### config.mk
export PLATFORM = sky130hd
export DESIGN_NAME = ogft_div
export DESIGN_NICKNAME = d
export VERILOG_FILES = /design/src/hdl/ogft_pkg.sv /design/src/hdl/ogft_div.sv
export SDC_FILE = /design/constraint.sdc
export NUM_CORES = 1
export LEC_CHECK = 0
export BUFFER_PORTS_ARGS = -buffer_cell sky130_fd_sc_hd__buf_2
export CAP_MARGIN = 20
export CELL_PAD_IN_SITES_DETAIL_PLACEMENT = 2
export CELL_PAD_IN_SITES_GLOBAL_PLACEMENT = 2
export CORE_MARGIN = 2
export CORE_UTILIZATION = 30
export CTS_CLUSTER_DIAMETER = 50
export DETAILED_ROUTE_END_ITERATION = 16
export GPL_ROUTABILITY_DRIVEN = 0
export PLACE_DENSITY_LB_ADDON = 0.1
export SKIP_LAST_GASP = 1
export SLEW_MARGIN = 15
export SYNTH_ARGS = -nofsm -noshare
export SYNTH_HDL_FRONTEND = slang
export SYNTH_SLANG_ARGS = --single-unit
export TNS_END_PERCENT = 5
### constraint.sdc
create_clock -name clock -period 2.5 [get_ports clock]
set_input_delay 0.125 -clock clock [delete_from_list [all_inputs] [get_ports clock]]
set_output_delay 0.125 -clock clock [all_outputs]
set_load 0.05 [all_outputs]
### src/hdl/ogft_pkg.sv
// Shared types and constants for the occupancy grid frontier test.
// Sequencer states, register indexes, neighbour offset tables and divider interface.
// No dependencies.
`default_nettype none

package ogft_pkg;

   // Register indexes on the csr port
   localparam logic [1:0] CSR_GRID_WIDTH  = 2'd0;
   localparam logic [1:0] CSR_GRID_HEIGHT = 2'd1;
   localparam logic [1:0] CSR_FREE_LIMIT  = 2'd2;

   // Item kinds carried on req_tuser
   localparam logic KIND_WRITE = 1'b0;
   localparam logic KIND_QUERY = 1'b1;

   localparam logic [7:0] CELL_UNKNOWN = 8'hFF;

   // 8-neighbour offsets, same order as the scan
   localparam logic signed [1:0] DROW [8] = '{2'sd0, -2'sd1, 2'sd0, 2'sd1,
                                              -2'sd1, -2'sd1, 2'sd1, 2'sd1};
   localparam logic signed [1:0] DCOL [8] = '{-2'sd1, 2'sd0, 2'sd1, 2'sd0,
                                              -2'sd1, 2'sd1, 2'sd1, -2'sd1};

   typedef enum logic [3:0] {
      ST_IDLE,
      ST_DIV,
      ST_PREAD,
      ST_PCHK,
      ST_NADDR,
      ST_NMUL,
      ST_NREAD,
      ST_NCHK,
      ST_RESULT
   } state_type;

   typedef struct packed {
      logic        start;
      logic [15:0] dividend;
      logic [8:0]  divisor;
   } div_req_type;

   typedef struct packed {
      logic        done;
      logic [15:0] quotient;
      logic [8:0]  remainder;
   } div_rsp_type;

endpackage

`default_nettype wire

### src/hdl/ogft_div.sv
// Restoring divider that splits a cell index into row and column.
// One quotient bit per cycle; uses ogft_pkg.
`default_nettype none

module ogft_div (
   input  wire logic                clock,
   input  wire logic                reset,
   input  wire ogft_pkg::div_req_type div_req,
   output      ogft_pkg::div_rsp_type div_rsp
);
   import ogft_pkg::*;

   logic [15:0] quot_ff, quot_in;
   logic [8:0]  rem_ff, rem_in;
   logic [8:0]  dvsr_ff;
   logic [3:0]  cnt_ff;
   logic        busy_ff;
   logic        done_ff;
   logic [9:0]  trial;
   logic        ge;

   always_comb begin
      trial   = {rem_ff, quot_ff[15]};
      ge      = trial >= {1'b0, dvsr_ff};
      rem_in  = ge ? 9'(trial - {1'b0, dvsr_ff}) : trial[8:0];
      quot_in = {quot_ff[14:0], ge};
   end

   always_ff @(posedge clock) begin
      if (reset) begin
         busy_ff <= 1'b0;
         done_ff <= 1'b0;
         cnt_ff  <= '0;
      end else begin
         done_ff <= 1'b0;
         if (div_req.start) begin
            busy_ff <= 1'b1;
            cnt_ff  <= '0;
         end else if (busy_ff) begin
            cnt_ff <= cnt_ff + 4'd1;
            if (cnt_ff == 4'd15) begin
               busy_ff <= 1'b0;
               done_ff <= 1'b1;
            end
         end
      end
   end

   always_ff @(posedge clock) begin
      if (div_req.start) begin
         quot_ff <= div_req.dividend;
         rem_ff  <= '0;
         dvsr_ff <= div_req.divisor;
      end else if (busy_ff) begin
         quot_ff <= quot_in;
         rem_ff  <= rem_in;
      end
   end

   assign div_rsp.done      = done_ff;
   assign div_rsp.quotient  = quot_ff;
   assign div_rsp.remainder = rem_ff;

endmodule

`default_nettype wire

==> metrics list, run 1 <==
- Setup total negative slack on the finished layout was measured at 0 ns.
* Commonest non-fill, non-tap cell in the layout: buf_2
* Final antenna-violating net count: 0
- At the worst endpoint, the required time is 2.72 ns.
- Actual transition at the worst max-transition pin: 0.542 ns
* DR vias: 1628
- Number of sinks on the clock net: 40
- The clock reaches the later pin of the worst-skew pair after 0.30 ns.
- Via density per instance: 4.95
- For this design, the slowest cell found on the critical path is or3_4.
* Root Buffer Master: clkbuf_8
* Detailed Routing Iterations Pass 1: 4
- The signal on the critical path passes through inv_1 > ha_1 > nand4b_2 > or3_4 > o211a_2 > or3_1 > a311oi_2.
- Global route hottest layer: met2
- The mapped netlist covers 2070 sq um.
* Average cell area after synthesis: 11.6 sq um
* Total routing resource utilization after global routing: 15.4%
- Worst R2R End: rem_ff[8]$_SDFFE_PP0P_
- TritonCTS built the clock tree.
* Number of flops mapped to enable cells by yosys: 25
- The worst pin sits at a relative slew slack of 63.8%.
- Internal Pwr Total: 1.24 mW
* Count of distinct cell types in the synthesized netlist: 44
- After routing the design area is 2690 sq um.
* Initial DRC count: 47
- Fin nets: 287
* Worst-case reg-to-reg path depth: 7
- The clock network is responsible for 27.4% of the overall power.
- The worst path uses 93.2% of the clock period.
- Met2 demand-to-capacity share in global routing: 26.1%
- Final hold violations: 0
- Critical register-to-register path startpoint: dvsr_ff[7]$_DFFE_PP_
- Switching Fraction: 35.1%
* Most frequent cells in the layout: 53 x buf_2, 25 x edfxtp_1, 18 x nor2_1
* Unrepaired setup endpoints after global routing: false
- Setup CP Type: reg2reg
* Vias in the first global route: 1799
* Kind of start point of the critical path: flip-flop
- In the routed design, unresolved DRC markers number 0.
- On the worst path, the slowest cell contributes a delay of 0.44 ns.
* Number of antenna violations at the first check in global routing: 0
- The setup check on the worst reg-to-reg path leaves a slack of 0.17 ns.
- Maximum level of the CTS H-tree: 2
- CP endpoint kind: flip-flop
- GRT met3 Usage: 4.64%
- The flow ran to the end, and the final reports show no timing, DRC or antenna violations.
* Highest clock frequency the design can meet: 429 MHz
- In the synthesized netlist the async set-or-reset flop fraction comes to 0%.
- Largest net degree at the start of global routing: 26
* Capturing element of the worst setup path: rem_ff[8]$_SDFFE_PP0P_
- Count of synthesis-stage warnings from yosys: 0
- Dividing the detail-routed wire length by the instance count gives 16.8 um.
- Dividing total power by cell area gives a power density of 710 nW/um^2.
- Die Y-Extent: 87.1 um
- The first global-routing pass estimated 8900 um of wire.
- Synthesized flop and latch total: 40
- Clock-pin slew on the worst setup and hold paths: 0.09 ns
- Share of total power in sequential cells: 42.2%
* Postcts setup bufs: 0
- Quantity of I/O buffers inserted on ports: 53
- Die X-Extent: 87.1 um
* Worst clock skew on the final layout: 0.00596 ns
- Synthesis produced 179 cells.
* Number of buffers created by CTS: 5
* Core Rows: 30
* Portion of the post-synthesis area used by sequential elements: 50.7%
* Post-synth top flop: edfxtp_1
- Worst Setup SP: dvsr_ff[7]$_DFFE_PP_
* Net switching power figure: 0.669 mW
- 0 antenna diodes ended up in the layout.
* Max-capacitance violation count: 0
* Max Buffers Root-to-Sink: 2
- Of the cells placed in the final design, the portion with a size suffix greater than 1 is 37.3%.
* Placed Area: 2470 sq um
* Number of nets produced by synthesis: 218
- Power comes to 1.91 mW.
- Compared with the post-synthesis result, the final layout area differs by 29.7%.
- Detailed Route WL: 5530 um
- Area of the placeable core: 6760 sq um
* Largest voltage drop on the vdd net: 319 uV
* Pins Over Slew Limit: 0
- Data arrives at the worst endpoint at 2.55 ns.
- Total grt overflow: 0
- Setup violations remaining at the end of the flow were counted as 0.
- Starting utilization of the core area: 30.7%
- Half-perimeter wire length after placement: 4150 um
* Worst-path maximum fanout: 8
- Worst min-delay path category: in2reg
* Total die area: 7590 sq um
- The analysis attributes to cell leakage a power of 1.15 nW.
* Global-route track usage on met1: 19.3%
- Minimum clock period: 2.33 ns
* Number of inserted filler cells in the final layout: 723
- Per report_power, the combinational group accounts for 30.5% of the total.
* Number of placed I/O pins: 54
-- worst max-delay path, delay by kind of cell (launching register included) --
family	cells	cell delay [ns]
AOI/OAI and AO/OA	2	0.44
adders and majority gates	1	0.40
buffers and inverters	1	0.05
DFF	1	0.38
and+or+nand+nor	3	0.99
-- logic make-up (layout without fill, tap and decap cells) --
logic type	count (synthesis)	in the layout	share of synthesized area (%)
adders and majority gates	11	11	7.00
DFF	40	40	50.7
xor gates and xnor gates	7	7	2.96
AOI/OAI and AO/OA	31	31	11.4
and+or+nand+nor	48	48	12.1
buffers and inverters	19	89	3.74
muxes	23	23	12.1
-- sequential cells by signal, summed over array words and instances, names as in the netlist --
register and cells:
busy_ff 1, cnt_ff 4, quot_ff 16, rem_ff 9
done_ff 1, dvsr_ff 9
-- synthesized netlist by cell type (2+ instances only) --
cell      instances  area (sq um)
a211oi_1          7          52.6
dfxtp_1          15           300
a311oi_1          3          26.3
nand3b_1          2          15.0
xor2_1            5          43.8
a21oi_1           7          35.0
edfxtp_1         25           751
nand2b_1          3          18.8
mux2_2           16           180
xnor2_1           2          17.5
nand2_1           9          33.8
nand3_1           4          20.0
clkbuf_1          4          15.0
ha_1             10           125
o211ai_1          4          30.0
inv_1            11          41.3
mux2i_1           7          70.1
nor2_1           18          67.6
buf_2             2          10.0
-- how the worst min path moves through the flow --
stage | startpoint | endpoint | slack (ns) | cells after the start
3_5_place_dp | div_req[3] | dvsr_ff[3]$_DFFE_PP_ | 0.30 | 1
2_1_floorplan | reset | busy_ff$_SDFF_PP0_ | 0.20 | 1
4_1_cts | div_req[13] | quot_ff[4]$_DFFE_PP_ | 0.11 | 2
6_report | div_req[9] | quot_ff[0]$_DFFE_PP_ | 0.12 | 2
5_1_grt | div_req[17] | quot_ff[8]$_DFFE_PP_ | 0.11 | 2
3_3_place_gp | reset | busy_ff$_SDFF_PP0_ | 0.30 | 2
-- layout make-up --
cell class | count | area, sq um | share of cell area (%)
multi-input combinational | 120 | 970 | 36.1
clock inverter | 2 | 15.0 | 0.558
clock buffer | 6 | 93.8 | 3.49
tap | 80 | 100 | 3.72
timing repair buffer | 70 | 418 | 15.5
inverter | 11 | 41.3 | 1.54
sequential | 40 | 1050 | 39.1
-- power by group through the flow --
stage	clock [mW]	sequential, mW	combinational, mW
2_1_floorplan	0	0.963	0.264
6_report	0.522	0.805	0.581
5_1_grt	0.570	0.815	0.633
3_5_place_dp	0	0.822	0.570
3_3_place_gp	0	0.817	0.551
4_1_cts	0.541	0.807	0.584
-- stage by stage --
step	hold slack, ns	setup WS, ns	std cells	utilization [%]
final	0.122	0.170	329	39.8
after global routing	0.113	0.0183	329	39.8
after CTS	0.112	0.108	329	39.7
after detailed placement	0.304	0.134	311	36.6
after global placement	0.299	0.215	311	36.6
after floorplan	0.197	0.0129	179	-
-- per-layer routing --
metal,vias to the layer above,share of wire [%]
met4,0,1.2
met2,33,50
met3,7,4.2
met5,-,0
met1,792,45
li1,796,-
-- timing repair --
action | 4_1_cts | 5_1_grt
endpoints found under the hold margin | 10 | 0
setup endpoints to repair | 0 | 5
gates resized for setup | 0 | 1
hold buffers | 10 | 0
Note: power is estimated with default switching activity, not from simulation.
==> run 2, diff against run 1 <==
- CORE_UTILIZATION: 30 -> 33
- clock period: 2.5 -> 2.4 ns (I/O delays scaled with it)
==> run 2 against run 1 <==
Effect of this change: the flow now finishes with violations (negative setup slack); register-to-register slack got worse by 0.17 ns; routed wire length increased by 5.7%; final cell count decreased by 1.2%; design area increased by 1.3%; largest cell class unchanged; setup slack got worse by 0.17 ns; flip-flop and latch count unchanged; global-route usage increased by 1.5 points; utilization increased by 5.7 points; fmax decreased by 3.1%; hold slack got worse by 0.12 ns.
==> metrics list, run 2 (synthesis results as in run 1) <==
* Wire length of the first global-routing pass: 9530 um (+7.0%)
* Register-to-register setup slack: -0.005 ns (-0.17 ns)
* Area of the placeable core: 5990 sq um (-11%)
- The clock latency of the later-clocked register in the worst-skew pair was 0.30 ns (about the same).
- The total congestion overflow was 0 (unchanged).
* Critical register-to-register path startpoint: quot_ff[15]$_DFFE_PP_
- Commonest non-fill, non-tap cell in the layout: buf_2
- Headroom to the max-slew limit: 65.8% (+1.9 points)
* Flip-flop count of the largest register, all copies and words added: 16 (unchanged)
- By startpoint and endpoint, the worst setup path is classified as reg2reg.
- The clock tree buffer depth came to 2 (unchanged).
- The final reports fail on negative setup slack.
* Worst clock skew on the final layout: 0.0101 ns (+0.00415 ns)
* Half-perimeter wire length after placement: 3880 um (-6.4%)
- Setup repair after global routing could not meet its margin everywhere.
* Part of the total power dissipated in combinational logic: 29.7% (-0.8 points)
- Internal Pwr Total: 1.45 mW (+17%)
- Tracing the worst setup path back leads to its startpoint at quot_ff[15]$_DFFE_PP_.
- The share of power burned in registers is 38.9% (-3.3 points).
* Number of placed I/O pins: 54 (unchanged)
- In this run the critical register-to-register path is captured at rem_ff[8]$_SDFFE_PP0P_.
- Net switching power figure: 0.701 mW (+4.7%)
- Highest clock frequency the design can meet: 416 MHz (-3.1%)
- Detailed Route WL: 5840 um (+5.7%)
* Worst-path maximum fanout: 4 (-4)
* Worst min-delay path category: in2reg
- The width of the die came to 83.3 um (-4.4%).
- Total routing resource utilization after global routing: 17.0% (+1.5 points)
- Total die area: 6930 sq um (-8.7%)
- Detailed Routing Iterations Pass 1: 4 (unchanged)
- Pins Over Slew Limit: 0 (unchanged)
- The number of nets at the end of the flow was 288 (+0.35%).
- The worst setup path is launched from a flip-flop.
- From synthesis to final layout, the design area changed by 31.4%.
- Via density per instance: 5.11 (+3.3%)
- Final hold slack: 0.00224 ns (-0.120 ns)
- Outcome: finished with violations
- Starting utilization of the core area: 34.6% (+3.9 points)
- Largest net degree at the start of global routing: 24 (-7.7%)
- The number of setup violations in the final report is 1 (+1).
* Number of sinks on the clock net: 40 (unchanged)
- Average wire per cell in the routed design: 18.0 um (+7.0%)
- The CTS buffer count came to 5 (unchanged).
- The count of maximum capacitance violations is 0 (unchanged).
- Final cell area excluding filler cells: 2720 sq um (+1.3%)
- The power density over the cells came to 789 nW/um^2 (+11%).
- Worst hold path startpoint: div_req[8]
* Share of the cycle needed by the critical path after routing: 100% (+7.0 points)
- Antenna cells: 0 (unchanged)
- The number of buffer cells added on primary ports is 53 (unchanged).
- Ratio of cells with drive above 1 in the final layout: 39.2% (+1.9 points)
- Maximum level of the CTS H-tree: 2 (unchanged)
* CTS tree: done
- The tree is rooted in a clkbuf_8.
- The transition time of the tightest slew-check pin was 0.513 ns (-0.0289 ns).
- Counting flops per register, the top entry is quot_ff.
- Final antenna-violating net count: 0 (unchanged)
- The length in cells of the worst reg-to-reg path came to 9 (+2).
- Data arrival time of the critical path: 2.62 ns (+0.07 ns)
- Placed Area: 2480 sq um (+0.40%)
* Leakage Power: 1.16 nW (+1.3%)
- Total Power: 2.15 mW (+13%)
* DR vias: 1661 (+2.0%)
- Clock-pin slew on the worst setup and hold paths: 0.09 ns (about the same)
- CP endpoint kind: flip-flop
- The via count of the first global-routing pass was 1917 (+6.6%).
* Most frequent cells in the layout: 53 x buf_2, 25 x edfxtp_1, 18 x nor2_1
- The initial antenna violation count was 0 (unchanged).
- Minimum clock period: 2.41 ns (+0.0748 ns)
* Registers with the most flip-flops: quot_ff (16), dvsr_ff (9), rem_ff (9)
- The number of placement rows is 28 (-6.7%).
* Initial DRC count: 44 (-6.4%)
- The number of hold violations in the final report came to 0 (unchanged).
- The final core area utilization was 45.5% (+5.7 points).
* Die Y-Extent: 83.3 um (-4.4%)
- Worst setup slack after layout: -0.00514 ns (-0.175 ns)
- Capturing element of the worst setup path: rem_ff[8]$_SDFFE_PP0P_
* Final routed DRC violation total: 0 (unchanged)
- The clock network fraction of design power is 31.3% (+3.9 points).
- Worst EP required: 2.61 ns (-0.11 ns)
- Largest voltage drop on the vdd net: 378 uV (+19%)
* Post-Place Worst Slack: 0.0189 ns (-0.115 ns)
* Switching Fraction: 32.6% (-2.5 points)
-- run 2: cell types whose count changed in the layout (fill, tap and decap cells not counted), sizes merged --
cell / delta
bufinv: +2
inv: -2
dlygate4sd3: -3
buf: +4
-- run 2: per-layer routing --
metal	routed length, um	up-vias	GRT usage (%)	part of all wire [%]
li1	-	798	-	-
met1	2360	829	19.6	40
met2	3240	30	32.3	55
met3	217	4	3.48	3.7
met4	31	0	3.13	0.53
met5	0	-	0	0
-- run 2: what timing repair did --
action	4_1_cts	5_1_grt
pin swaps	1	3
buffers inserted	1	2
resized for setup	1	2
hold buffers	5	2
setup endpoints to repair	7	10
hold endpoints to repair	5	2
-- run 2: worst min-delay path by stage --
stage	endpoint	slack (ns)	depth (start not counted)
4_1_cts	dvsr_ff[1]$_DFFE_PP_	0.00003	1
5_1_grt	dvsr_ff[8]$_DFFE_PP_	0.002	1
6_report	dvsr_ff[8]$_DFFE_PP_	0.002	1
3_5_place_dp	dvsr_ff[7]$_DFFE_PP_	0.30	1
3_3_place_gp	dvsr_ff[7]$_DFFE_PP_	0.30	1
2_1_floorplan	busy_ff$_SDFF_PP0_	0.19	1
-- run 2: stage by stage --
step                      std cells   TNS, ns
after CTS                       321         0
after floorplan                 179    -0.132
final                           325  -0.00514
after global routing            325    -0.695
after global placement          307         0
after detailed placement        307         0
-- run 2: cell type report --
type	instances	area (sq um)
inverter	11	41.3
clock buffer	6	72.6
sequential	40	1050
clock inverter	2	60.1
multi-input combinational	120	986
timing repair buffer	71	418
tap	75	93.8
fill	615	3270
-- run 2: power by group through the flow --
stage / registers, mW / logic (mW) / clock network [mW]
finish: 0.837 / 0.639 / 0.674
global route: 0.847 / 0.689 / 0.711
CTS: 0.839 / 0.627 / 0.688
detailed placement: 0.853 / 0.600 / 0
global placement: 0.851 / 0.576 / 0
floorplan: 1.00 / 0.279 / 0
-- run 2: critical path: stages, from the launching register on --
cell      delay [ns]
edfxtp_1        0.40
inv_1           0.09
ha_2            0.18
inv_1           0.06
fa_2            0.40
a211oi_4        0.32
o211ai_1        0.13
o211a_1         0.16
or3_1           0.32
a311oi_2        0.24
